--- src/rtl/bgrl_pkg.sv ---
// ----------------------------------------------------------------------------
// bgrl_pkg
// Shared types and constants of the bus gain ramp and lowpass channel strip.
// ----------------------------------------------------------------------------
package bgrl_pkg;

    localparam int unsigned GAIN_W  = 19;
    localparam int unsigned STEP_W  = 20;
    localparam int unsigned ALPHA_W = 17;
    localparam int unsigned LEVEL_W = 17;
    localparam int unsigned ADDR_W  = 4;
    localparam int unsigned DATA_W  = 32;

    localparam logic [GAIN_W-1:0]  GAIN_MAX  = 19'd262144;
    localparam logic [GAIN_W-1:0]  GAIN_INIT = 19'd65536;
    localparam logic [ALPHA_W-1:0] UNITY_Q16 = 17'd65536;

    typedef enum logic [1:0] {
        REG_TARGET_GAIN    = 2'd0,
        REG_LOWPASS_ALPHA  = 2'd1,
        REG_LOWPASS_ENABLE = 2'd2,
        REG_SEND_LEVEL     = 2'd3
    } reg_idx_t;

    typedef struct packed {
        logic [GAIN_W-1:0]  target;
        logic [ALPHA_W-1:0] alpha;
        logic               enable;
        logic [LEVEL_W-1:0] level;
    } cfg_t;

    typedef struct packed {
        logic              start;
        logic [GAIN_W-1:0] num;
    } div_req_t;

    typedef struct packed {
        logic              done;
        logic [GAIN_W-1:0] quot;
    } div_rsp_t;

endpackage

--- src/rtl/bus_gain_ramp_lowpass_unit.sv ---
// ----------------------------------------------------------------------------
// bus_gain_ramp_lowpass_unit
// Mixer bus channel strip: gain ramp, optional one-pole lowpass and a mono
// reverb send, with an APB register port.
//
//   Channel  Handshake                 Payload
//   sample   sample_valid/ready        left_in, right_in, block_start
//   result   result_valid/ready        left_out, right_out, reverb_out
//   config   psel/penable/pwrite       paddr, pwdata, prdata
//
// A transaction passes through the shared multiplier sequence, S_GAIN to S_OUT.
// A block start first waits in S_DIV for the ramp step division.
// Reset clears the gain, ramp step and filter state; no clearing pass.
// A two-entry queue accepts up to two samples while the output register stalls.
// ----------------------------------------------------------------------------
module bus_gain_ramp_lowpass_unit #(
    parameter int SAMPLE_BITS = 24,
    parameter int RAMP_LENGTH = 256
) (
    input  logic                          clk,
    input  logic                          rst_n,
    input  logic                          sample_valid,
    output logic                          sample_ready,
    input  logic [SAMPLE_BITS-1:0]        left_in,
    input  logic [SAMPLE_BITS-1:0]        right_in,
    input  logic                          block_start,
    output logic                          result_valid,
    input  logic                          result_ready,
    output logic [SAMPLE_BITS-1:0]        left_out,
    output logic [SAMPLE_BITS-1:0]        right_out,
    output logic [SAMPLE_BITS-1:0]        reverb_out,
    input  logic                          psel,
    input  logic                          penable,
    input  logic                          pwrite,
    input  logic [bgrl_pkg::ADDR_W-1:0]   paddr,
    input  logic [bgrl_pkg::DATA_W-1:0]   pwdata,
    output logic [bgrl_pkg::DATA_W-1:0]   prdata,
    output logic                          pready
);

    localparam int QW = 2 * SAMPLE_BITS + 1;

    logic [bgrl_pkg::GAIN_W-1:0]  target_reg;
    logic [bgrl_pkg::ALPHA_W-1:0] alpha_reg;
    logic                         enable_reg;
    logic [bgrl_pkg::LEVEL_W-1:0] level_reg;
    bgrl_pkg::reg_idx_t           reg_idx;
    logic                         cfg_write;
    bgrl_pkg::cfg_t               cfg;
    bgrl_pkg::div_req_t           div_req;
    bgrl_pkg::div_rsp_t           div_rsp;
    logic [QW-1:0]                q_in;
    logic [QW-1:0]                q_out;
    logic                         q_valid;
    logic                         q_pop;

    assign pready    = 1'b1;
    assign reg_idx   = bgrl_pkg::reg_idx_t'(paddr[3:2]);
    assign cfg_write = psel && penable && pwrite && pready;

    always_ff @(posedge clk or negedge rst_n)
    begin
        if (!rst_n)
        begin
            target_reg <= bgrl_pkg::GAIN_INIT;
            alpha_reg  <= bgrl_pkg::UNITY_Q16;
            enable_reg <= 1'b0;
            level_reg  <= '0;
        end
        else if (cfg_write)
        begin
            unique case (reg_idx)
                bgrl_pkg::REG_TARGET_GAIN:    target_reg <= pwdata[bgrl_pkg::GAIN_W-1:0];
                bgrl_pkg::REG_LOWPASS_ALPHA:  alpha_reg  <= pwdata[bgrl_pkg::ALPHA_W-1:0];
                bgrl_pkg::REG_LOWPASS_ENABLE: enable_reg <= pwdata[0];
                bgrl_pkg::REG_SEND_LEVEL:     level_reg  <= pwdata[bgrl_pkg::LEVEL_W-1:0];
                default:                      enable_reg <= enable_reg;
            endcase
        end
    end

    always_comb
    begin
        prdata = '0;
        unique case (reg_idx)
            bgrl_pkg::REG_TARGET_GAIN:    prdata = {13'd0, target_reg};
            bgrl_pkg::REG_LOWPASS_ALPHA:  prdata = {15'd0, alpha_reg};
            bgrl_pkg::REG_LOWPASS_ENABLE: prdata = {31'd0, enable_reg};
            bgrl_pkg::REG_SEND_LEVEL:     prdata = {15'd0, level_reg};
            default:                      prdata = '0;
        endcase
    end

    assign cfg.target = (target_reg > bgrl_pkg::GAIN_MAX) ? bgrl_pkg::GAIN_MAX : target_reg;
    assign cfg.alpha  = (alpha_reg > bgrl_pkg::UNITY_Q16) ? bgrl_pkg::UNITY_Q16 : alpha_reg;
    assign cfg.enable = enable_reg;
    assign cfg.level  = (level_reg > bgrl_pkg::UNITY_Q16) ? bgrl_pkg::UNITY_Q16 : level_reg;

    assign q_in = {block_start, right_in, left_in};

    bgrl_front #(
        .WIDTH (QW)
    ) u_front (
        .clk       (clk),
        .rst_n     (rst_n),
        .in_valid  (sample_valid),
        .in_ready  (sample_ready),
        .in_data   (q_in),
        .out_valid (q_valid),
        .out_pop   (q_pop),
        .out_data  (q_out)
    );

    bgrl_div #(
        .RAMP_LENGTH (RAMP_LENGTH)
    ) u_div (
        .clk   (clk),
        .rst_n (rst_n),
        .req   (div_req),
        .rsp   (div_rsp)
    );

    bgrl_back #(
        .SAMPLE_BITS (SAMPLE_BITS)
    ) u_back (
        .clk              (clk),
        .rst_n            (rst_n),
        .cfg              (cfg),
        .item_valid       (q_valid),
        .item_pop         (q_pop),
        .item_left        (q_out[SAMPLE_BITS-1:0]),
        .item_right       (q_out[2*SAMPLE_BITS-1:SAMPLE_BITS]),
        .item_block_start (q_out[QW-1]),
        .div_req          (div_req),
        .div_rsp          (div_rsp),
        .result_valid     (result_valid),
        .result_ready     (result_ready),
        .left_out         (left_out),
        .right_out        (right_out),
        .reverb_out       (reverb_out)
    );

endmodule

--- src/rtl/bgrl_front.sv ---
// ----------------------------------------------------------------------------
// bgrl_front
// Input side: accepts sample transactions into a two-entry queue.
// ----------------------------------------------------------------------------
module bgrl_front #(
    parameter int WIDTH = 49
) (
    input  logic             clk,
    input  logic             rst_n,
    input  logic             in_valid,
    output logic             in_ready,
    input  logic [WIDTH-1:0] in_data,
    output logic             out_valid,
    input  logic             out_pop,
    output logic [WIDTH-1:0] out_data
);

    logic [WIDTH-1:0] entry_reg [2];
    logic             wr_ptr_reg;
    logic             rd_ptr_reg;
    logic [1:0]       count_reg;
    logic [1:0]       count_next;
    logic             push;
    logic             pop;

    assign in_ready  = (count_reg != 2'd2);
    assign out_valid = (count_reg != 2'd0);
    assign out_data  = entry_reg[rd_ptr_reg];
    assign push      = in_valid && in_ready;
    assign pop       = out_pop && out_valid;

    always_comb
    begin
        count_next = count_reg;
        if (push && !pop)
        begin
            count_next = count_reg + 2'd1;
        end
        else if (pop && !push)
        begin
            count_next = count_reg - 2'd1;
        end
    end

    always_ff @(posedge clk or negedge rst_n)
    begin
        if (!rst_n)
        begin
            wr_ptr_reg <= 1'b0;
            rd_ptr_reg <= 1'b0;
            count_reg  <= 2'd0;
        end
        else
        begin
            count_reg <= count_next;
            if (push)
            begin
                wr_ptr_reg <= !wr_ptr_reg;
            end
            if (pop)
            begin
                rd_ptr_reg <= !rd_ptr_reg;
            end
        end
    end

    always_ff @(posedge clk)
    begin
        if (push)
        begin
            entry_reg[wr_ptr_reg] <= in_data;
        end
    end

endmodule

--- src/rtl/bgrl_div.sv ---
// ----------------------------------------------------------------------------
// bgrl_div
// Divides the ramp distance by the ramp length. The distance is multiplied by
// the rounded-up reciprocal of the length, which gives the exact floor of the
// quotient over the whole distance range; the quotient is registered and ready
// in the cycle after the request.
// ----------------------------------------------------------------------------
module bgrl_div #(
    parameter int RAMP_LENGTH = 256
) (
    input  logic               clk,
    input  logic               rst_n,
    input  bgrl_pkg::div_req_t req,
    output bgrl_pkg::div_rsp_t rsp
);

    localparam int NUM_W = bgrl_pkg::GAIN_W;
    localparam int MW    = NUM_W + 1;
    localparam int SHIFT = NUM_W + $clog2(RAMP_LENGTH);
    localparam longint unsigned RECIP_FULL =
        ((64'd1 << SHIFT) + 64'(RAMP_LENGTH) - 64'd1) / 64'(RAMP_LENGTH);
    localparam logic [MW-1:0] RECIP = MW'(RECIP_FULL);

    logic                done_reg;
    logic [NUM_W-1:0]    quot_reg;
    logic [NUM_W+MW-1:0] prod;

    assign prod = req.num * RECIP;

    assign rsp.done = done_reg;
    assign rsp.quot = quot_reg;

    always_ff @(posedge clk or negedge rst_n)
    begin
        if (!rst_n)
        begin
            done_reg <= 1'b0;
        end
        else
        begin
            done_reg <= req.start;
        end
    end

    always_ff @(posedge clk)
    begin
        if (req.start)
        begin
            quot_reg <= NUM_W'(prod >> SHIFT);
        end
    end

endmodule

--- src/rtl/bgrl_back.sv ---
// ----------------------------------------------------------------------------
// bgrl_back
// Processing side: gain ramp, gain multiply, optional one-pole lowpass and reverb
// send, sequenced over one shared multiplier, with a registered result.
// ----------------------------------------------------------------------------
module bgrl_back #(
    parameter int SAMPLE_BITS = 24
) (
    input  logic                   clk,
    input  logic                   rst_n,
    input  bgrl_pkg::cfg_t         cfg,
    input  logic                   item_valid,
    output logic                   item_pop,
    input  logic [SAMPLE_BITS-1:0] item_left,
    input  logic [SAMPLE_BITS-1:0] item_right,
    input  logic                   item_block_start,
    output bgrl_pkg::div_req_t     div_req,
    input  bgrl_pkg::div_rsp_t     div_rsp,
    output logic                   result_valid,
    input  logic                   result_ready,
    output logic [SAMPLE_BITS-1:0] left_out,
    output logic [SAMPLE_BITS-1:0] right_out,
    output logic [SAMPLE_BITS-1:0] reverb_out
);

    localparam int SB = SAMPLE_BITS;
    localparam int GW = SB + 8;
    localparam int AW = SB + 9;
    localparam int BW = bgrl_pkg::STEP_W;
    localparam int PW = AW + BW;
    localparam int NW = bgrl_pkg::GAIN_W;

    typedef enum logic [9:0] {
        S_IDLE  = 10'b0000000001,
        S_DIV   = 10'b0000000010,
        S_GAIN  = 10'b0000000100,
        S_MUL_L = 10'b0000001000,
        S_MUL_R = 10'b0000010000,
        S_FLT_L = 10'b0000100000,
        S_FLT_R = 10'b0001000000,
        S_MONO  = 10'b0010000000,
        S_SEND  = 10'b0100000000,
        S_OUT   = 10'b1000000000
    } state_t;

    state_t          state_reg;
    state_t          state_next;
    logic [NW-1:0]   gain_reg;
    logic [NW-1:0]   gain_next;
    logic [BW-1:0]   step_reg;
    logic            neg_reg;
    logic [SB-1:0]   xl_reg;
    logic [SB-1:0]   xr_reg;
    logic [GW-1:0]   gl_reg;
    logic [GW-1:0]   gr_reg;
    logic [GW-1:0]   fl_reg;
    logic [GW-1:0]   fr_reg;
    logic [PW-1:0]   prod_reg;
    logic            out_valid_reg;
    logic [SB-1:0]   left_out_reg;
    logic [SB-1:0]   right_out_reg;
    logic [SB-1:0]   reverb_out_reg;

    logic [BW-1:0]        diff;
    logic [BW-1:0]        quot_step;
    logic signed [BW:0]   gain_sum;
    logic signed [BW:0]   tgt_ext;
    logic                 step_pos;
    logic                 step_neg;
    logic signed [AW-1:0] mul_a;
    logic signed [BW-1:0] mul_b;
    logic signed [PW-1:0] mul_p;
    logic [GW-1:0]        gained;
    logic [GW-1:0]        fl_new;
    logic [GW-1:0]        fr_new;
    logic [SB-1:0]        yl;
    logic [SB-1:0]        yr;
    logic [SB:0]          pair_sum;
    logic [SB-1:0]        mono;
    logic                 out_load;

    function automatic logic [GW-1:0] sat_gained(input logic [PW-1:0] p);
        logic [PW-GW-8:0] upper;
        logic [GW-1:0]    res;
        upper = p[PW-1:GW+7];
        if ((upper == '0) || (upper == '1))
        begin
            res = p[GW+7:8];
        end
        else if (p[PW-1])
        begin
            res = {1'b1, {(GW-1){1'b0}}};
        end
        else
        begin
            res = {1'b0, {(GW-1){1'b1}}};
        end
        return res;
    endfunction

    assign diff = {1'b0, cfg.target} - {1'b0, gain_reg};
    assign div_req.start = (state_reg == S_IDLE) && item_valid && item_block_start;
    assign div_req.num   = diff[BW-1] ? ~diff[NW-1:0] : diff[NW-1:0];
    assign item_pop      = (state_reg == S_IDLE) && item_valid;
    assign quot_step     = neg_reg ? ~{1'b0, div_rsp.quot} : {1'b0, div_rsp.quot};

    assign gain_sum = $signed({2'b00, gain_reg}) + $signed({step_reg[BW-1], step_reg});
    assign tgt_ext  = $signed({2'b00, cfg.target});
    assign step_pos = !step_reg[BW-1] && (step_reg != '0);
    assign step_neg = step_reg[BW-1];

    always_comb
    begin
        gain_next = cfg.target;
        if (step_pos && (gain_reg < cfg.target))
        begin
            if (gain_sum <= tgt_ext)
            begin
                gain_next = gain_sum[NW-1:0];
            end
        end
        else if (step_neg && (gain_reg > cfg.target))
        begin
            if (gain_sum >= tgt_ext)
            begin
                gain_next = gain_sum[NW-1:0];
            end
        end
    end

    assign yl       = gl_reg[GW-1:8];
    assign yr       = gr_reg[GW-1:8];
    assign pair_sum = {yl[SB-1], yl} + {yr[SB-1], yr};
    assign mono     = pair_sum[SB:1];

    always_comb
    begin
        mul_a = '0;
        mul_b = '0;
        case (state_reg)
            S_MUL_L:
            begin
                mul_a = {{(AW-SB){xl_reg[SB-1]}}, xl_reg};
                mul_b = {1'b0, gain_reg};
            end
            S_MUL_R:
            begin
                mul_a = {{(AW-SB){xr_reg[SB-1]}}, xr_reg};
                mul_b = {1'b0, gain_reg};
            end
            S_FLT_L:
            begin
                mul_a = {gl_reg[GW-1], gl_reg} - {fl_reg[GW-1], fl_reg};
                mul_b = {{(BW-bgrl_pkg::ALPHA_W){1'b0}}, cfg.alpha};
            end
            S_FLT_R:
            begin
                mul_a = {gr_reg[GW-1], gr_reg} - {fr_reg[GW-1], fr_reg};
                mul_b = {{(BW-bgrl_pkg::ALPHA_W){1'b0}}, cfg.alpha};
            end
            S_SEND:
            begin
                mul_a = {{(AW-SB){mono[SB-1]}}, mono};
                mul_b = {{(BW-bgrl_pkg::LEVEL_W){1'b0}}, cfg.level};
            end
            default:
            begin
                mul_a = '0;
                mul_b = '0;
            end
        endcase
    end

    assign mul_p    = mul_a * mul_b;
    assign gained   = sat_gained(prod_reg);
    assign fl_new   = fl_reg + prod_reg[GW+15:16];
    assign fr_new   = fr_reg + prod_reg[GW+15:16];
    assign out_load = (state_reg == S_OUT) && (!out_valid_reg || result_ready);

    always_comb
    begin
        state_next = state_reg;
        unique case (state_reg)
            S_IDLE:
            begin
                if (item_valid)
                begin
                    state_next = item_block_start ? S_DIV : S_GAIN;
                end
            end
            S_DIV:
            begin
                if (div_rsp.done)
                begin
                    state_next = S_GAIN;
                end
            end
            S_GAIN:  state_next = S_MUL_L;
            S_MUL_L: state_next = S_MUL_R;
            S_MUL_R: state_next = S_FLT_L;
            S_FLT_L: state_next = S_FLT_R;
            S_FLT_R: state_next = S_MONO;
            S_MONO:  state_next = S_SEND;
            S_SEND:  state_next = S_OUT;
            S_OUT:
            begin
                if (out_load)
                begin
                    state_next = S_IDLE;
                end
            end
            default: state_next = S_IDLE;
        endcase
    end

    always_ff @(posedge clk or negedge rst_n)
    begin
        if (!rst_n)
        begin
            state_reg     <= S_IDLE;
            gain_reg      <= '0;
            step_reg      <= '0;
            fl_reg        <= '0;
            fr_reg        <= '0;
            out_valid_reg <= 1'b0;
        end
        else
        begin
            state_reg <= state_next;
            if ((state_reg == S_DIV) && div_rsp.done)
            begin
                step_reg <= quot_step;
            end
            if (state_reg == S_GAIN)
            begin
                gain_reg <= gain_next;
            end
            if ((state_reg == S_FLT_R) && cfg.enable)
            begin
                fl_reg <= fl_new;
            end
            if ((state_reg == S_MONO) && cfg.enable)
            begin
                fr_reg <= fr_new;
            end
            if (out_load)
            begin
                out_valid_reg <= 1'b1;
            end
            else if (result_ready)
            begin
                out_valid_reg <= 1'b0;
            end
        end
    end

    always_ff @(posedge clk)
    begin
        if (state_reg != S_OUT)
        begin
            prod_reg <= mul_p;
        end
        if (item_pop)
        begin
            xl_reg  <= item_left;
            xr_reg  <= item_right;
            neg_reg <= diff[BW-1];
        end
        if (state_reg == S_MUL_R)
        begin
            gl_reg <= gained;
        end
        if (state_reg == S_FLT_L)
        begin
            gr_reg <= gained;
        end
        if ((state_reg == S_FLT_R) && cfg.enable)
        begin
            gl_reg <= fl_new;
        end
        if ((state_reg == S_MONO) && cfg.enable)
        begin
            gr_reg <= fr_new;
        end
        if (out_load)
        begin
            left_out_reg   <= yl;
            right_out_reg  <= yr;
            reverb_out_reg <= prod_reg[SB+15:16];
        end
    end

    assign result_valid = out_valid_reg;
    assign left_out     = left_out_reg;
    assign right_out    = right_out_reg;
    assign reverb_out   = reverb_out_reg;

    a_gain_range: assert property (@(posedge clk) disable iff (!rst_n)
        gain_reg <= bgrl_pkg::GAIN_MAX)
        else $error("Current gain exceeds the maximum gain.");

    a_div_done_in_div: assert property (@(posedge clk) disable iff (!rst_n)
        div_rsp.done |-> state_reg == S_DIV)
        else $error("Divider finished outside the divide wait.");

    a_pop_leads_on: assert property (@(posedge clk) disable iff (!rst_n)
        item_pop |=> (state_reg == S_DIV) || (state_reg == S_GAIN))
        else $error("Popped transaction not taken into processing.");

    a_out_wait: assert property (@(posedge clk) disable iff (!rst_n)
        (state_reg == S_OUT) && out_valid_reg && !result_ready |=> state_reg == S_OUT)
        else $error("Result dropped while the output register was full.");

endmodule
--- config.mk ---
export PLATFORM = sky130hd
export DESIGN_NAME = bus_gain_ramp_lowpass_unit
export DESIGN_NICKNAME = d
export VERILOG_FILES = /design/src/rtl/bgrl_pkg.sv /design/src/rtl/bus_gain_ramp_lowpass_unit.sv /design/src/rtl/bgrl_front.sv /design/src/rtl/bgrl_div.sv /design/src/rtl/bgrl_back.sv
export SDC_FILE = /design/constraint.sdc
export NUM_CORES = 2
export LEC_CHECK = 0
export BUFFER_PORTS_ARGS = -buffer_cell sky130_fd_sc_hd__buf_4
export CAP_MARGIN = 15
export CELL_PAD_IN_SITES_DETAIL_PLACEMENT = 1
export CELL_PAD_IN_SITES_GLOBAL_PLACEMENT = 1
export CORE_MARGIN = 4
export CORE_UTILIZATION = 55
export DETAILED_ROUTE_END_ITERATION = 16
export GPL_ROUTABILITY_DRIVEN = 0
export GPL_TIMING_DRIVEN = 1
export MAX_ROUTING_LAYER = met4
export PLACE_DENSITY_LB_ADDON = 0.12
export REMOVE_ABC_BUFFERS = 1
export SLEW_MARGIN = 10
export SYNTH_ARGS = -nofsm -noshare
export SYNTH_HDL_FRONTEND = slang
export SYNTH_SLANG_ARGS = --single-unit
--- constraint.sdc ---
create_clock -name clk -period 22.5 [get_ports clk]
set_clock_uncertainty 0.1 [all_clocks]
set_input_delay 4.5 -clock clk [delete_from_list [all_inputs] [get_ports clk]]
set_output_delay 4.5 -clock clk [all_outputs]
set_load 0.05 [all_outputs]
# == Yosys cells after proc, flatten, opt, wreduce, memory -nomap -nowiden ==
# Memories as Yosys holds them, arrays and structs flattened.
# Cells that the tools add are included.
# classes
add_sub_neg,9
mul,1
n_lt_le_gt_ge,7
n_eq_ne,19
mux,29
bitwise,2
n_reduce_logical,38
# ops
operator,count
$mux 32,6
$pmux 33 s5,1
$pmux 32 s4,1
$mux 19,6
$pmux 10 s10,1
$sub 32x32->33,2
$add 32x32->32,2
$pmux 19 s3,1
$mul 33x20->53,1
$gt 17x17->1 const B,2
$mux 17,2
$mux 10,3
$add 24x24->25,1
$add 20x20->21,1
$ge 21x20->1,1
$le 21x20->1,1
$mux 20,1
$not 11->20,1
$reduce_bool 20->1,1
$sub 19x19->20,1
$gt 19x19->1,1
$gt 19x19->1 const B,1
$lt 19x19->1,1
$not 19->19,1
other kinds (30),65
# word_totals
ff_bits,422
ram_bits,98
input_bits,92
out_inout_bits,107
elab_cells,130
n_memories,1
# memory_table
name,depth,width,rd,rd_ports_with_merged_regs,wr,line,rtl
u_front.entry_reg,2,49,1,0,1,bgrl_front.sv:18,logic [WIDTH-1:0] entry_reg [2];

# == Longest topological paths before layout ==
# logic_depth
ltp_word,6
mapped_depth,43

# == Cells and area by module ==
# From an unflattened synthesis, not the netlist that was laid out.
# hier_totals
cells_unflattened,5328
hier_area_um2,52077.4
# by_module_without_submodules
module,instances,cells_each,area_per_inst_um2,seq_area_each_um2
bgrl_back,1,4874,44640.3,9760.6
bgrl_front,1,171,3983.8,3042.9
bus_gain_ramp_lowpass_unit,1,261,3026.7,1353.8
bgrl_div,1,22,426.7,355.3

# == Worst setup path before layout ==
# Ideal clock, no wire load.
# synth_path
kind,input to output
startpoint,in paddr[2] in the netlist's numbering
endpoint,out prdata[1] in the netlist's numbering
arrival_ns,6.332
setup_slack_ns,11.568
cell_stages,4
n_path_buf,2
cell_sequence,clkbuf_1 clkbuf_1 mux2i_1 o21ai_0
# synth_via
elab_chain_len,2
elab_cells_between_ends,5
cone_classes,3 x eq/ne; 1 x mux; 1 x reduce/logical
# synth_lines
item,line,rtl
start: declaration,bus_gain_ramp_lowpass_unit.sv:35,"input logic [bgrl_pkg::ADDR_W-1:0] paddr,"
"$eq 2x2->1, or another cell as far along",bus_gain_ramp_lowpass_unit.sv:85,unique case (reg_idx)
$pmux 32 s4 *,bus_gain_ramp_lowpass_unit.sv:85,
end: declaration,bus_gain_ramp_lowpass_unit.sv:37,"output logic [bgrl_pkg::DATA_W-1:0] prdata,"
# Mark *: on every way between the ends. The rest lies on a longest branch, timed or not. The select of a mux whose other input is x is not followed.

# == Worst setup path in the final report ==
# layout_path
startpoint,reg u_back.gr_reg[0]
endpoint,"reg u_back.prod_reg[51], data pin"
# layout_via
elab_chain_len,3
# layout_lines
item,line,rtl
start: declaration,bgrl_back.sv:55,logic [GW-1:0] gr_reg;
start signal: assignment,bgrl_back.sv:275,gr_reg <= gained;
start signal: assignment,bgrl_back.sv:283,gr_reg <= fr_new;
$sub 32x32->33,bgrl_back.sv:158,"mul_a = {gr_reg[GW-1], gr_reg} - {fr_reg[GW-1], fr_reg};"
$pmux 33 s5,bgrl_back.sv:140,case (state_reg)
$mul 33x20->53,bgrl_back.sv:174,assign mul_p = mul_a * mul_b;
net u_back.mul_p[51],bgrl_back.sv:72,logic signed [PW-1:0] mul_p;
end signal: assignment,bgrl_back.sv:261,prod_reg <= mul_p;
end: declaration,bgrl_back.sv:58,logic [PW-1:0] prod_reg;
# The timed path passes the listed nets, and every way through them passes these cells.
# A chain may end at the register's enable or synchronous reset.

==> run metrics <==
final-stage net count 6304; pin count of the biggest net entering global routing 70; Avg WL per Cell 26.0 um; Max Slew Vio Count 0; VDD IR-drop max 98.0 uV; Crit Path Category reg -> reg; ant diodes 0; FMAX 0.0862 GHz; Pint 2.15 mW; dominant cell type by area after synthesis fa_1; fraction of layout cells with a size suffix above 1 9.75%; all-layer global routing usage 36.0%; num rows 110; met3 usage 5.21%; Sw Share 36.0%; total gr overflow 0; synth top area cells fa_1 25%, edfxtp_1 20%, ha_1 8.5%, dfrtp_1 8.0%, inv_1 6.6%; TritonCTS clock tree built; RSZ-0062 raised after global routing no; Tmin final 11.61 ns; R2R depth 39; register area share after synthesis 28.3%; Resized Gates After CTS 0; element type at the critical path end flip-flop; Flop pwr share 39.7%; crit share post-route 51.6%; CP Launch Point u_back.gr_reg[0]$_DFFE_PP_; fin worst setup slack 10.89 ns; Max clock buf depth 3; Worst path max stage delay 0.79 ns; FILL cells 10000; ANT nets after route 0; first-pass GRT wire length 259000 um; initial antenna violation count 3; cts hold-fix bufs 0; vias in the first global route 43900; Clock power frac 28.8%; vias post-DR 39500; met1 usage 44.4%; number of port buffers 169; Post-synth EDFFs 339; Setup violations, final 0; clk_lat worst skew 0.67 ns; P_sw 1.21 mW; r2r startpoint u_back.gr_reg[0]$_DFFE_PP_; Initial Util 55.8%; Yosys reg bits 504; setup bufs post-CTS 0; Setup WS pre-CTS 11.05 ns; outcome finished clean; Reg clk slew, reported paths 0.07 ns; Initial DRC Count 3175; pwr/cell area 61.0 mW/mm2; vias per inst 6.11; Comb pwr share 31.5%; worst min-delay path category reg -> reg; Slowest-stage cell, CP a211o_1; busiest grt layer met2; met2 usage 59.4%; predominant post-synthesis flop cell edfxtp_1; total CTS buffers 57; Post-Syn Instances 5132; share of the synthesized area in the top cell type 24.8%; Max transition margin 21.7%; DP HPWL 127000 um; most frequent cells in the layout 891 x inv_1, 625 x fa_1, 614 x nand2_1; total iterations of the first detailed-routing run 8; Placed Instances 6360; CP arrival 11.89 ns; Cell Count, Final, Fillers Out 6470; Die H 311 um; Final Hold Viols 0; die area 0.0968 mm2; commonest non-fill, non-tap cell in the layout inv_1; Die W 311 um; Async S/R FF share, synth 32.7%; Syn. warnings 0; slew at the pin closest to its max-slew limit 1.17 ns; Routed WL 168000 um; crit path launch type flip-flop; max FFs per register 98; leakage dissipation 26.0 nW; Placeable Area 0.0906 mm2; setup TNS 0 ns; min-delay src u_front.rd_ptr_reg$_DFFE_PN0P_; Syn Area/Cell 9.84 um2; H-tree Lvls 2; CTS root buf clkbuf_16; CP max FO 27; Area Overhead vs Synth 9.09%; number of max-cap violations 0; Yosys cell types 104; IO Count 199; remaining routing DRC violations 0; # clock sinks 504; Critical Path Most Common Cell fa_1; synthesized cell area 0.0505 mm2; Critical Path RT 22.79 ns; WHS Path Cells 1
==> worst paths after layout <==
check | endpoint | slack [ns]
min in group asynchronous | target_reg[18]$_DFFE_PN0P_ | 3.76
hold reg to reg | u_front.rd_ptr_reg$_DFFE_PN0P_ | 0.42
max in group asynchronous | u_back.fr_reg[31]$_DFFE_PN0P_ | 16.40
hold / removal | u_front.rd_ptr_reg$_DFFE_PN0P_ | 0.42
setup / recovery | u_back.prod_reg[51]$_DFFE_PN_ | 10.89
setup reg to reg | u_back.prod_reg[51]$_DFFE_PN_ | 10.89
==> logic make-up after synthesis <==
family	share of synthesized area, %
compound gates	11.0
mux	3.28
fa+ha+maj	33.2
xor+xnor	3.57
simple gates	12.3
flops	28.3
buf+inv	8.25
other cells	0.0149
==> layer usage <==
layer / wire length (um) / up-vias / share of wire, %
met5: 0 / - / 0
met2: 81500 / 1638 / 48
met4: 8890 / 0 / 5.3
met3: 12400 / 462 / 7.3
met1: 65700 / 20400 / 39
li1: - / 17000 / -
==> power by group through the flow <==
stage	combinational (mW)	clock, mW	sequential, mW
after floorplan	0.698	0	1.30
final	1.06	0.969	1.33
after CTS	1.05	0.984	1.33
after detailed placement	1.04	0	1.35
after global routing	1.15	1.02	1.35
after global placement	0.990	0	1.34
==> stage by stage <==
| stage | area (um2) | total power, mW | hold slack, ns | util, % |
|---|---|---|---|---|
| 2_1_floorplan | 49800 | 1.99 | 0.341 | - |
| 3_3_place_gp | 53100 | 2.33 | 0.355 | 58.7 |
| 3_5_place_dp | 53100 | 2.38 | 0.388 | 58.7 |
| 4_1_cts | 55100 | 3.37 | 0.410 | 60.8 |
| 5_1_grt | 55100 | 3.52 | 0.433 | 60.9 |
| 6_report | 55100 | 3.36 | 0.420 | 60.9 |
==> worst max-delay path, delay by kind of cell, from the launching register on <==
family | cells | cell delay (ns)
xor+xnor | 1 | 0.09
simple gates | 7 | 1.32
fa+ha+maj | 10 | 4.85
flops | 1 | 0.37
compound gates | 15 | 3.94
buf+inv | 6 | 0.62
==> cells in the mapped netlist (all sizes together), types with 17 or more instances <==
cell    count
a211oi     22
a21o      103
a21oi     234
a22oi      21
a31oi      24
and2      101
and3       20
buf        37
clkbuf    160
dfrtp     162
edfxtp    339
fa        625
ha        342
inv       893
mux2      105
mux2i      45
nand2     620
nand2b     32
nand3      36
nand4      26
nor2      303
nor2b      77
nor3       41
nor4       17
o21a       42
o21ai     232
o21bai     27
or3        20
xnor2     149
xor2       57
==> final cells by class <==
| type | count | area, um2 | share of cell area [%] |
|---|---|---|---|
| multi-input combinational | 3548 | 32200 | 58.5 |
| sequential | 504 | 14300 | 26.0 |
| inverter | 895 | 3360 | 6.10 |
| timing repair buffer | 239 | 1840 | 3.33 |
| clock buffer | 75 | 1540 | 2.79 |
| tap | 1176 | 1470 | 2.67 |
| clock inverter | 33 | 380 | 0.690 |
Note: power is estimated with default switching activity, not from simulation.
